--- src/sv/pixel_readout_hit_decoder_assert.svh ---
// Assertion macros used by the decoder back end (prhd_back)
`ifndef PIXEL_READOUT_HIT_DECODER_ASSERT_SVH
`define PIXEL_READOUT_HIT_DECODER_ASSERT_SVH

// implication in the same cycle, off during reset
`define PRHD_ASSERT_IMPL(label, clk, rst, ante, cons) \
   label: assert property (@(posedge clk) disable iff (rst) (ante) |-> (cons)) \
      else $error("assertion failed");

// implication into the next cycle, off during reset
`define PRHD_ASSERT_NEXT(label, clk, rst, ante, cons) \
   label: assert property (@(posedge clk) disable iff (rst) (ante) |=> (cons)) \
      else $error("assertion failed");

// plain implication, checked during reset too
`define PRHD_ASSERT_ALWAYS(label, clk, ante, cons) \
   label: assert property (@(posedge clk) (ante) |-> (cons)) \
      else $error("assertion failed");

`endif

--- src/sv/prhd_pkg.sv ---
// ----------------------------------------------------------------------------
// prhd_pkg
// Types and constants shared by the pixel readout hit decoder.
// ----------------------------------------------------------------------------
`timescale 1ns / 1ps

package prhd_pkg;

   localparam int STAVE_COUNT_DEF   = 16;
   localparam int COUNTER_WIDTH_DEF = 32;
   localparam int NUM_COUNTERS      = 5;
   localparam int FIFO_DEPTH        = 2;

   localparam int CNT_BUSY_TR  = 0;
   localparam int CNT_BUSY_ERR = 1;
   localparam int CNT_TRUNC    = 2;
   localparam int CNT_CORRUPT  = 3;
   localparam int CNT_EMPTY    = 4;

   typedef enum logic [1:0] {
      KIND_HIT     = 2'd0,
      KIND_MASK    = 2'd1,
      KIND_END     = 2'd2,
      KIND_CORRUPT = 2'd3
   } kind_type;

   typedef enum logic [3:0] {
      CL_STAVE_HDR = 4'd0,
      CL_CHIP_HDR  = 4'd1,
      CL_CHIP_TRL  = 4'd2,
      CL_REGION    = 4'd3,
      CL_SHORT     = 4'd4,
      CL_LONG      = 4'd5,
      CL_STAVE_TRL = 4'd6,
      CL_TRUNC     = 4'd7,
      CL_UNKNOWN   = 4'd8
   } class_type;

   // work handed from the front end to the result sequencer, at most one per byte
   typedef struct packed {
      logic                          corrupt;
      logic                          hit;
      logic [9:0]                    addr;
      logic [3:0]                    enc;
      logic [6:0]                    map;
      logic [4:0]                    region;
      logic [11:0]                   chip;
      logic                          mask_v;
      logic [3:0]                    stave;
      logic [9:0]                    mask;
      logic                          end_v;
      logic [NUM_COUNTERS-1:0][31:0] cnt;
      logic [31:0]                   empty_end;
   } job_type;

endpackage

--- src/sv/prhd_front.sv ---
// ----------------------------------------------------------------------------
// prhd_front
// Classifies bytes, checks word order, assembles words, keeps masks/counters.
// ----------------------------------------------------------------------------
`timescale 1ns / 1ps

module prhd_front #(
   parameter int STAVE_COUNT   = prhd_pkg::STAVE_COUNT_DEF,
   parameter int COUNTER_WIDTH = prhd_pkg::COUNTER_WIDTH_DEF
) (
   input  logic             clock,
   input  logic             reset,
   input  logic             accept,
   input  logic [7:0]       byte_value,
   input  logic [15:0]      bytes_left,
   output logic             push,
   output prhd_pkg::job_type job
);
   import prhd_pkg::*;

   localparam int SW = (STAVE_COUNT > 1) ? $clog2(STAVE_COUNT) : 1;

   class_type  prev_ff, prev_in, pclass_ff, pclass_in, cls;
   logic [3:0]  stave_ff, stave_in;
   logic [11:0] chip_ff, chip_in;
   logic [4:0]  region_ff, region_in;
   logic [1:0]  pbytes_ff, pbytes_in;
   logic [23:0] word_ff, word_in, word_n;
   logic        skip_ff, skip_in, hit_ff, hit_in, corr_ff, corr_in;
   logic [9:0]  mask_ff [STAVE_COUNT];
   logic        mask_we;
   logic [SW-1:0] midx;
   logic        in_range;
   logic        is_last;
   logic [NUM_COUNTERS-1:0][COUNTER_WIDTH-1:0] cnt_ff, cnt_in;
   logic [COUNTER_WIDTH-1:0] empty_n;

   function automatic class_type classify(input logic [7:0] b);
      if (b[7:4] == 4'ha) return CL_CHIP_HDR;
      if (b[7:4] == 4'hb) return CL_CHIP_TRL;
      if (b[7:4] == 4'he) return CL_STAVE_TRL;
      if (b[7:5] == 3'b110) return CL_REGION;
      if (b[7:6] == 2'b01) return CL_SHORT;
      if (b[7:6] == 2'b00) return CL_LONG;
      if (b == 8'hff) return CL_TRUNC;
      if (b[7:4] == 4'hf) return CL_STAVE_HDR;
      return CL_UNKNOWN;
   endfunction

   function automatic logic order_ok(input class_type p, input class_type c);
      if (c == CL_TRUNC) return 1'b1;
      unique case (p)
         CL_STAVE_HDR: return c == CL_CHIP_HDR || c == CL_STAVE_TRL;
         CL_CHIP_HDR:  return c == CL_REGION;
         CL_CHIP_TRL:  return c == CL_STAVE_TRL || c == CL_CHIP_HDR;
         CL_REGION:    return c == CL_SHORT || c == CL_LONG;
         CL_SHORT, CL_LONG:
            return c == CL_SHORT || c == CL_LONG || c == CL_REGION || c == CL_CHIP_TRL;
         CL_STAVE_TRL: return c == CL_STAVE_HDR || c == CL_CHIP_TRL;
         CL_TRUNC:     return c == CL_STAVE_TRL;
         default:      return 1'b0;
      endcase
   endfunction

   assign is_last  = bytes_left <= 16'd1;
   assign midx     = stave_ff[SW-1:0];
   assign in_range = 32'(stave_ff) < STAVE_COUNT;
   assign cls      = classify(byte_value);
   assign word_n   = {word_ff[15:0], byte_value};

   always_comb begin
      prev_in   = prev_ff;
      pclass_in = pclass_ff;
      stave_in  = stave_ff;
      chip_in   = chip_ff;
      region_in = region_ff;
      pbytes_in = pbytes_ff;
      word_in   = word_ff;
      skip_in   = skip_ff;
      hit_in    = hit_ff;
      corr_in   = corr_ff;
      cnt_in    = cnt_ff;
      mask_we   = 1'b0;
      job       = '0;
      job.region = region_ff;
      job.chip   = chip_ff;
      job.stave  = stave_ff;
      if (pbytes_ff != 2'd0) begin
         word_in   = word_n;
         pbytes_in = pbytes_ff - 2'd1;
         if (pbytes_ff == 2'd1) begin
            case (pclass_ff)
               CL_SHORT: begin
                  job.hit  = 1'b1;
                  job.addr = word_n[9:0];
                  job.enc  = word_n[13:10];
               end
               CL_LONG: begin
                  job.hit  = 1'b1;
                  job.addr = word_n[17:8];
                  job.enc  = word_n[21:18];
                  job.map  = word_n[6:0];
               end
               CL_STAVE_TRL: begin
                  if (in_range && mask_ff[midx] != word_n[19:10]) begin
                     mask_we    = 1'b1;
                     job.mask_v = 1'b1;
                     job.mask   = word_n[19:10];
                  end
               end
               default: ;
            endcase
            if (job.hit) hit_in = 1'b1;
         end
      end else if (!skip_ff) begin
         if (cls == CL_UNKNOWN || !order_ok(prev_ff, cls)) begin
            prev_in = CL_STAVE_TRL;
            cnt_in[CNT_CORRUPT] = cnt_ff[CNT_CORRUPT] + 1'b1;
            skip_in = 1'b1;
            corr_in = 1'b1;
            job.corrupt = 1'b1;
         end else begin
            prev_in   = cls;
            pclass_in = cls;
            word_in   = {16'd0, byte_value};
            unique case (cls)
               CL_STAVE_HDR: stave_in = byte_value[3:0];
               CL_CHIP_HDR: begin
                  chip_in   = {stave_ff, 8'h70} | {8'd0, byte_value[3:0]};
                  pbytes_in = 2'd1;
               end
               CL_REGION: region_in = byte_value[4:0];
               CL_SHORT:  pbytes_in = 2'd1;
               CL_LONG:   pbytes_in = 2'd2;
               CL_CHIP_TRL: begin
                  if (byte_value[3:0] == 4'd1)
                     cnt_in[CNT_BUSY_TR] = cnt_ff[CNT_BUSY_TR] + 1'b1;
                  else if (byte_value[3:0] != 4'd0)
                     cnt_in[CNT_BUSY_ERR] = cnt_ff[CNT_BUSY_ERR] + 1'b1;
               end
               CL_STAVE_TRL: begin
                  pbytes_in = 2'd2;
                  if (bytes_left < 16'd8) skip_in = 1'b1;
               end
               default: cnt_in[CNT_TRUNC] = cnt_ff[CNT_TRUNC] + 1'b1;
            endcase
         end
      end
      for (int i = 0; i < NUM_COUNTERS; i++) job.cnt[i] = 32'(cnt_in[i]);
      empty_n = cnt_in[CNT_EMPTY];
      if (is_last) begin
         if (!hit_in && !corr_in) empty_n = cnt_in[CNT_EMPTY] + 1'b1;
         cnt_in[CNT_EMPTY] = empty_n;
         job.end_v = 1'b1;
         pbytes_in = 2'd0;
         pclass_in = CL_STAVE_HDR;
         word_in   = 24'd0;
         skip_in   = 1'b0;
         hit_in    = 1'b0;
         corr_in   = 1'b0;
         stave_in  = 4'd0;
         chip_in   = 12'd0;
         region_in = 5'd0;
      end
      job.empty_end = 32'(empty_n);
      push = accept && (job.corrupt || job.hit || job.mask_v || job.end_v);
   end

   always_ff @(posedge clock) begin
      if (reset) begin
         prev_ff   <= CL_STAVE_TRL;
         pclass_ff <= CL_STAVE_HDR;
         stave_ff  <= 4'd0;
         chip_ff   <= 12'd0;
         region_ff <= 5'd0;
         pbytes_ff <= 2'd0;
         word_ff   <= 24'd0;
         skip_ff   <= 1'b0;
         hit_ff    <= 1'b0;
         corr_ff   <= 1'b0;
         cnt_ff    <= '0;
         for (int i = 0; i < STAVE_COUNT; i++) mask_ff[i] <= 10'd0;
      end else if (accept) begin
         prev_ff   <= prev_in;
         pclass_ff <= pclass_in;
         stave_ff  <= stave_in;
         chip_ff   <= chip_in;
         region_ff <= region_in;
         pbytes_ff <= pbytes_in;
         word_ff   <= word_in;
         skip_ff   <= skip_in;
         hit_ff    <= hit_in;
         corr_ff   <= corr_in;
         cnt_ff    <= cnt_in;
         if (mask_we) mask_ff[midx] <= word_n[19:10];
      end
   end

endmodule

--- src/sv/prhd_fifo.sv ---
// ----------------------------------------------------------------------------
// prhd_fifo
// Two-entry job queue between the front end and the result sequencer.
// ----------------------------------------------------------------------------
`timescale 1ns / 1ps

module prhd_fifo (
   input  logic             clock,
   input  logic             reset,
   input  logic             push,
   input  prhd_pkg::job_type push_job,
   input  logic             pop,
   output logic             full,
   output logic             not_empty,
   output prhd_pkg::job_type head_job
);
   import prhd_pkg::*;

   job_type    mem_ff [FIFO_DEPTH];
   logic       wptr_ff, rptr_ff;
   logic [1:0] count_ff;

   assign full      = count_ff == 2'(FIFO_DEPTH);
   assign not_empty = count_ff != 2'd0;
   assign head_job  = mem_ff[rptr_ff];

   always_ff @(posedge clock) begin
      if (push) mem_ff[wptr_ff] <= push_job;
   end

   always_ff @(posedge clock) begin
      if (reset) begin
         wptr_ff  <= 1'b0;
         rptr_ff  <= 1'b0;
         count_ff <= 2'd0;
      end else begin
         if (push) wptr_ff <= ~wptr_ff;
         if (pop)  rptr_ff <= ~rptr_ff;
         count_ff <= count_ff + 2'(push) - 2'(pop);
      end
   end

endmodule

--- src/sv/prhd_back.sv ---
// ----------------------------------------------------------------------------
// prhd_back
// Expands each job into result beats and holds the output register.
// ----------------------------------------------------------------------------
`timescale 1ns / 1ps

module prhd_back (
   input  logic             clock,
   input  logic             reset,
   input  logic             job_valid,
   input  prhd_pkg::job_type job,
   output logic             pop,
   input  logic             rsp_ready,
   output logic             rsp_valid,
   output logic [1:0]       rsp_kind,
   output logic [9:0]       rsp_column,
   output logic [8:0]       rsp_row,
   output logic [11:0]      rsp_chip_ident,
   output logic [3:0]       rsp_stave,
   output logic [9:0]       rsp_chip_mask,
   output logic [31:0]      rsp_busy_transitions,
   output logic [31:0]      rsp_busy_errors,
   output logic [31:0]      rsp_truncated_events,
   output logic [31:0]      rsp_corrupt_events,
   output logic [31:0]      rsp_empty_events,
   output logic             rsp_last
);
   import prhd_pkg::*;
`include "pixel_readout_hit_decoder_assert.svh"

   job_type    cur_ff;
   logic       pc_ff, pb_ff, pk_ff, pe_ff;
   logic [6:0] pm_ff, low, pm_rest;
   logic [2:0] low_idx;
   logic [4:0] sel;
   logic       busy, load_out, last, take_new;
   logic [9:0] addr;
   logic       rsp_valid_ff;
   logic [1:0] kind_ff;
   logic [9:0] col_ff, mask_ff;
   logic [8:0] row_ff;
   logic [11:0] chip_ff;
   logic [3:0] stave_ff;
   logic [NUM_COUNTERS-1:0][31:0] cnt_ff;
   logic       last_ff;

   assign busy     = pc_ff || pb_ff || (|pm_ff) || pk_ff || pe_ff;
   assign load_out = busy && (!rsp_valid_ff || rsp_ready);
   assign low      = pm_ff & (~pm_ff + 7'd1);

   always_comb begin
      low_idx = 3'd0;
      for (int i = 0; i < 7; i++) if (low[i]) low_idx = 3'(i);
   end

   // pick the next beat: corrupt, base hit, neighbour hits, mask, event end
   assign sel[0] = pc_ff;
   assign sel[1] = !pc_ff && pb_ff;
   assign sel[2] = !pc_ff && !pb_ff && (|pm_ff);
   assign sel[3] = !pc_ff && !pb_ff && !(|pm_ff) && pk_ff;
   assign sel[4] = !pc_ff && !pb_ff && !(|pm_ff) && !pk_ff && pe_ff;
   assign pm_rest = sel[2] ? (pm_ff & ~low) : pm_ff;
   assign last = !(|pm_rest) && (sel[3] ? !pe_ff : (sel[4] ||
                 (!pk_ff && !pe_ff && (sel[2] || !(pb_ff && sel[0])))));
   assign take_new = !busy || (load_out && last);
   assign pop      = take_new && job_valid;
   assign addr = sel[2] ? (cur_ff.addr + 10'(low_idx) + 10'd1) : cur_ff.addr;

   always_ff @(posedge clock) begin
      if (reset) begin
         pc_ff <= 1'b0;
         pb_ff <= 1'b0;
         pm_ff <= 7'd0;
         pk_ff <= 1'b0;
         pe_ff <= 1'b0;
         rsp_valid_ff <= 1'b0;
      end else begin
         if (pop) begin
            cur_ff <= job;
            pc_ff  <= job.corrupt;
            pb_ff  <= job.hit;
            pm_ff  <= job.map;
            pk_ff  <= job.mask_v;
            pe_ff  <= job.end_v;
         end else if (load_out) begin
            pc_ff <= 1'b0;
            pb_ff <= pb_ff && !sel[1];
            pm_ff <= pm_rest;
            pk_ff <= pk_ff && !sel[3];
            pe_ff <= pe_ff && !sel[4];
         end
         if (load_out) rsp_valid_ff <= 1'b1;
         else if (rsp_ready) rsp_valid_ff <= 1'b0;
      end
      if (load_out) begin
         kind_ff  <= KIND_HIT;
         col_ff   <= 10'd0;
         row_ff   <= 9'd0;
         chip_ff  <= 12'd0;
         stave_ff <= 4'd0;
         mask_ff  <= 10'd0;
         cnt_ff   <= cur_ff.cnt;
         last_ff  <= last;
         if (sel[0]) kind_ff <= KIND_CORRUPT;
         if (sel[1] || sel[2]) begin
            col_ff  <= {cur_ff.region, cur_ff.enc, addr[0] ^ addr[1]};
            row_ff  <= addr[9:1];
            chip_ff <= cur_ff.chip;
         end
         if (sel[3]) begin
            kind_ff  <= KIND_MASK;
            stave_ff <= cur_ff.stave;
            mask_ff  <= cur_ff.mask;
         end
         if (sel[4]) begin
            kind_ff <= KIND_END;
            cnt_ff[CNT_EMPTY] <= cur_ff.empty_end;
         end
      end
   end

   assign rsp_valid            = rsp_valid_ff;
   assign rsp_kind             = kind_ff;
   assign rsp_column           = col_ff;
   assign rsp_row              = row_ff;
   assign rsp_chip_ident       = chip_ff;
   assign rsp_stave            = stave_ff;
   assign rsp_chip_mask        = mask_ff;
   assign rsp_busy_transitions = cnt_ff[CNT_BUSY_TR];
   assign rsp_busy_errors      = cnt_ff[CNT_BUSY_ERR];
   assign rsp_truncated_events = cnt_ff[CNT_TRUNC];
   assign rsp_corrupt_events   = cnt_ff[CNT_CORRUPT];
   assign rsp_empty_events     = cnt_ff[CNT_EMPTY];
   assign rsp_last             = last_ff;

   `PRHD_ASSERT_IMPL(a_pop_has_job, clock, reset, pop, job_valid)
   `PRHD_ASSERT_IMPL(a_one_beat_kind, clock, reset, load_out, $onehot(sel))
   `PRHD_ASSERT_NEXT(a_stall_keeps_beat, clock, reset, rsp_valid_ff && !rsp_ready,
                     rsp_valid_ff)
   `PRHD_ASSERT_ALWAYS(a_reset_clears, clock, $past(reset), !rsp_valid_ff)

endmodule

--- src/sv/pixel_readout_hit_decoder.sv ---
// ----------------------------------------------------------------------------
// pixel_readout_hit_decoder
// Readout byte-stream decoder: hits, stave mask changes and event counters.
// ----------------------------------------------------------------------------
// Usage:
//   req_ channel: one readout byte per beat with the bytes left in the packet
//   (1 or less marks the last byte). rsp_ channel: zero to nine result beats per byte,
//   in stream order; rsp_last marks the final beat caused by one byte.
//   The front end takes one byte per cycle while the two-entry job queue has
//   room, classifies it and updates order state, masks and counters at once.
//   The back end sends one result beat per cycle from its output register while rsp_ready is high.
//   Path: a byte's job is queued, loaded into the back end's job register, then expanded into the output register.
//   Throughput: one byte per cycle while the queue has room, one result per
//   cycle while the receiver is ready; a long data word (3 bytes) gives up
//   to 8 hits, so in dense hit data the back end sets the sustained rate.
//   Reset: all order state, masks and counters clear; nothing is in flight.
//   Receiver stall: hold the current result; the queue fills and req_ready
//   drops once it holds two jobs.
// ----------------------------------------------------------------------------
`timescale 1ns / 1ps

module pixel_readout_hit_decoder #(
   parameter int STAVE_COUNT   = prhd_pkg::STAVE_COUNT_DEF,
   parameter int COUNTER_WIDTH = prhd_pkg::COUNTER_WIDTH_DEF
) (
   input  logic        clock,
   input  logic        reset,
   input  logic        req_valid,
   output logic        req_ready,
   input  logic [7:0]  req_byte_value,
   input  logic [15:0] req_bytes_left,
   output logic        rsp_valid,
   input  logic        rsp_ready,
   output logic [1:0]  rsp_kind,
   output logic [9:0]  rsp_column,
   output logic [8:0]  rsp_row,
   output logic [11:0] rsp_chip_ident,
   output logic [3:0]  rsp_stave,
   output logic [9:0]  rsp_chip_mask,
   output logic [31:0] rsp_busy_transitions,
   output logic [31:0] rsp_busy_errors,
   output logic [31:0] rsp_truncated_events,
   output logic [31:0] rsp_corrupt_events,
   output logic [31:0] rsp_empty_events,
   output logic        rsp_last
);
   import prhd_pkg::*;

   job_type push_job, head_job;
   logic    accept, push, pop, full, not_empty;

   // take a byte whenever the queue can hold the job it may make
   assign req_ready = !full;
   assign accept    = req_valid && req_ready;

   prhd_front #(
      .STAVE_COUNT  (STAVE_COUNT),
      .COUNTER_WIDTH(COUNTER_WIDTH)
   ) u_front (
      .clock     (clock),
      .reset     (reset),
      .accept    (accept),
      .byte_value(req_byte_value),
      .bytes_left(req_bytes_left),
      .push      (push),
      .job       (push_job)
   );

   prhd_fifo u_fifo (
      .clock    (clock),
      .reset    (reset),
      .push     (push),
      .push_job (push_job),
      .pop      (pop),
      .full     (full),
      .not_empty(not_empty),
      .head_job (head_job)
   );

   prhd_back u_back (
      .clock               (clock),
      .reset               (reset),
      .job_valid           (not_empty),
      .job                 (head_job),
      .pop                 (pop),
      .rsp_ready           (rsp_ready),
      .rsp_valid           (rsp_valid),
      .rsp_kind            (rsp_kind),
      .rsp_column          (rsp_column),
      .rsp_row             (rsp_row),
      .rsp_chip_ident      (rsp_chip_ident),
      .rsp_stave           (rsp_stave),
      .rsp_chip_mask       (rsp_chip_mask),
      .rsp_busy_transitions(rsp_busy_transitions),
      .rsp_busy_errors     (rsp_busy_errors),
      .rsp_truncated_events(rsp_truncated_events),
      .rsp_corrupt_events  (rsp_corrupt_events),
      .rsp_empty_events    (rsp_empty_events),
      .rsp_last            (rsp_last)
   );

endmodule
--- config.mk ---
export PLATFORM = sky130hd
export DESIGN_NAME = pixel_readout_hit_decoder
export DESIGN_NICKNAME = d
export VERILOG_FILES = /design/src/sv/prhd_pkg.sv /design/src/sv/prhd_front.sv /design/src/sv/prhd_fifo.sv /design/src/sv/prhd_back.sv /design/src/sv/pixel_readout_hit_decoder.sv
export VERILOG_INCLUDE_DIRS = /design/src /design/src/sv
export SDC_FILE = /design/constraint.sdc
export NUM_CORES = 2
export LEC_CHECK = 0
export BUFFER_PORTS_ARGS = -buffer_cell sky130_fd_sc_hd__buf_2
export CAP_MARGIN = 10
export CORE_MARGIN = 2
export CORE_UTILIZATION = 31
export CTS_BUF_LIST = sky130_fd_sc_hd__clkbuf_8
export DETAILED_ROUTE_END_ITERATION = 6
export MAX_ROUTING_LAYER = met4
export PLACE_DENSITY = 0.58
export SLEW_MARGIN = 20
export SYNTH_ARGS = -nofsm -noshare
export SYNTH_HDL_FRONTEND = slang
export SYNTH_SLANG_ARGS = --single-unit
--- constraint.sdc ---
create_clock -name clock -period 33.5 [get_ports clock]
set_input_delay 3.35 -clock clock [delete_from_list [all_inputs] [get_ports clock]]
set_output_delay 3.35 -clock clock [all_outputs]
set_load 0.05 [all_outputs]
==> metrics.csv <==
metric;value;unit
Crit path max-delay family;buffers and inverters;
HPWL after DPL;72.3;mm
Row Count;151;
GRT Total Usage;0.139;
final hold vios;0;
met3 wire length;5.58;mm
Core ar.;0.169;sq mm
startpoint types;input pin;
worst vdd ir;0.0893;mV
WL/cell;19.0;um
Setup crit end kind;register;
Total Neg Setup Slack;0;ns
CP max stage delay;0.86;ns
number of enable flip-flop cells after synthesis;1089;
CTS Buf Count;205;
clock slew at reported path FFs;0.07;ns
post-cts gate resize count;0;
Critical Path Most Common Cell;buf_4;
CP max stage cell;buf_4;
CP Cell Sequence;buf_2, and4_1, a2111oi_4, o2111ai_1, nand4_1, buf_4, inv_2, nor3_1, a211oi_4, buf_12, buf_4;
total grt overflow;0;
largest area contributor in the netlist;edfxtp_1;
DRC;0;
worst setup margin;26.36;ns
Via-to-Cell Ratio;4.78;
drt total wl;119;mm
synth-to-layout area growth;14.4;%
Clock Latency Late Sink;0.93;ns
maxcap violations;0;
Slew Viols, Final;0;
worst slew pin tran;1.13;ns
prevailing post-synth register cell;edfxtp_1;
1st-pass router iterations;5;
P_leak;20.0;nW
top cells by area, synth;edfxtp_1, dfxtp_1, mux2_2, xnor2_1, xor2_1;
Worst EP required;34.00;ns
DP Worst Slack;25.37;ns
post-synthesis sequential area ratio;0.707;
first-pass GRT wire length;181;mm
met1 WL;48.8;mm
CP arrival;7.65;ns
cell area power density;83.0;mW/mm^2
Sinks on Clock Net;1315;
Fin Clk Skew;0.0595;ns
hold buffer count at cts;0;
setup violators final;0;
share of cells above drive strength 1;0.227;
Post CTS Setup Buffer Count;0;
Crit Path Category;in2reg;
Initial Util;0.312;
H-tree depth;4;
most numerous cell in the Yosys netlist;edfxtp_1;
Yosys top cell area share;0.621;
met2 wire length;61.4;mm
post-synthesis cell count;3617;
DR iter-0 viols;2161;
Boundary Pins;238;
cell area after synthesis;0.0527;sq mm
highest routed layer;met4;
CTS Root Cell;clkbuf_8;
fraction of registers with async set/reset;0;
post-route ant nets;0;
outcome;finished, final reports clean;
die area;0.173;sq mm
Max FO, Critical Path;112;
number of unique standard cell types used by synthesis;79;
via count;30031;
syn_nets;3656;
Synth top cells by count;edfxtp_1, nor2_1, mux2_2, dfxtp_1, nand2_1;
clk buf depth;3;
post-synthesis register bit count;1315;
Final Util;0.356;
Reg2Reg Setup Slack;27.85;ns
CTS tree;done;
vias in the first global route;30116;
Hold WC Path Type;reg2reg;
RSZ-0062 raised after global routing;false;
YS warnings;0;
Placement Cell Area;0.0564;sq mm
Max Clk Rate;140;MHz
design area;0.0603;sq mm
Routability Congestion;0.821;
largest net degree at the start of global routing;169;
Die Y;416;um
Final min period;7.14;ns
Rel. slew slack;0.241;
Final nets;3926;
Worst Path Buf+Inv;5;
Die W;416;um
antenna violations before repair;7;
syn avg cell area;14.6;sq um
period utilization;0.213;
IO buf count;235;
[through the flow]
step	total power (W)	std cells	hold slack, ns
after CTS	0.00510	6280	0.393
after floorplan	0.00355	3617	0.400
after global placement	0.00379	5897	0.405
after detailed placement	0.00381	5897	0.405
after global routing	0.00524	6285	0.397
final	0.00500	6285	0.405
[per-layer routing]
layer  GRT usage  up-vias
met5           -        -
met4      0.0529        0
met3      0.0279      258
met2       0.236      758
met1       0.163    14913
li1            -    14102
[cell usage in the layout (no fill, tap or decap), types with 12 or more instances in the layout]
cell type  instances
edfxtp_1        1089
nor2_1           292
mux2_2           273
buf_2            234
dfxtp_1          223
clkbuf_8         220
nand2_1          212
nor4_1           168
xnor2_1          160
xor2_1           152
nand3_1          103
inv_1             93
nor3_1            91
mux2i_1           87
and2_1            62
nand4_1           60
buf_4             51
a21oi_1           45
clkinv_2          42
and3_1            41
clkinv_1          36
o21ai_0           35
or3_1             30
mux4_2            24
nor2b_1           17
and4_1            15
nand2b_1          13
or2_2             12
or4_1             12
[state kept, by name, summed over array words and instances (netlist names), 14 cells and up, named ones only]
name                         count
u_fifo.mem_ff                  490
u_back.cur_ff                  234
u_front.mask_ff                160
u_front.cnt_ff                 128
u_back.rsp_busy_errors          32
u_back.rsp_busy_transitions     32
u_back.rsp_corrupt_events       32
u_back.rsp_empty_events         32
u_back.rsp_truncated_events     32
u_front.job                     32
u_front.word_ff                 14
[layout make-up]
type	instances	area, sq um
clock inverters	163	831
diodes	4	10.0
repair buffers	290	1660
clock buffers	220	3030
flip-flops and latches	1315	37200
inverters	28	113
multi-input cells	2047	14600
fillers	16126	109000
well taps	2218	2780
[worst register-to-register path, delay by kind of cell, from the launching register on]
family	cells	cell delay, ns
AOI/OAI and AO/OA	5	2.47
DFF	1	0.97
buffers and inverters	1	0.91
and+or+nand+nor	2	0.84
xor gates and xnor gates	1	0.08
[path summary, 6_finish.rpt]
path,from,to,cells after the start
worst max register to register,register,u_front.mask_ff[4][4],9
worst min register to register,u_back.cur_ff[76],u_back.rsp_busy_errors[12],0
worst min-delay path,u_back.cur_ff[76],u_back.rsp_busy_errors[12],0
worst max-delay path,req_byte_value[3],u_fifo.mem_ff[0][41],11
[power breakdown]
group | internal, W | switching [W]
clock network | 0.000627 | 0.000639
registers | 0.00229 | 0.000122
logic | 0.000299 | 0.00102
total | 0.00322 | 0.00178
[kinds of logic after synthesis]
logic type / count (synthesis) / share of synthesized area
multiplexers: 384 / 0.0852
AO/OA/AOI/OAI: 186 / 0.0236
adder cells (fa/ha/maj): 13 / 0.00314
AND/OR/NAND/NOR: 1151 / 0.110
flip-flops: 1315 / 0.707
other: 1 / 0.0000712
buffers and inverters: 255 / 0.0194
XOR/XNOR: 312 / 0.0519
Note: power is estimated with default switching activity, not from simulation.
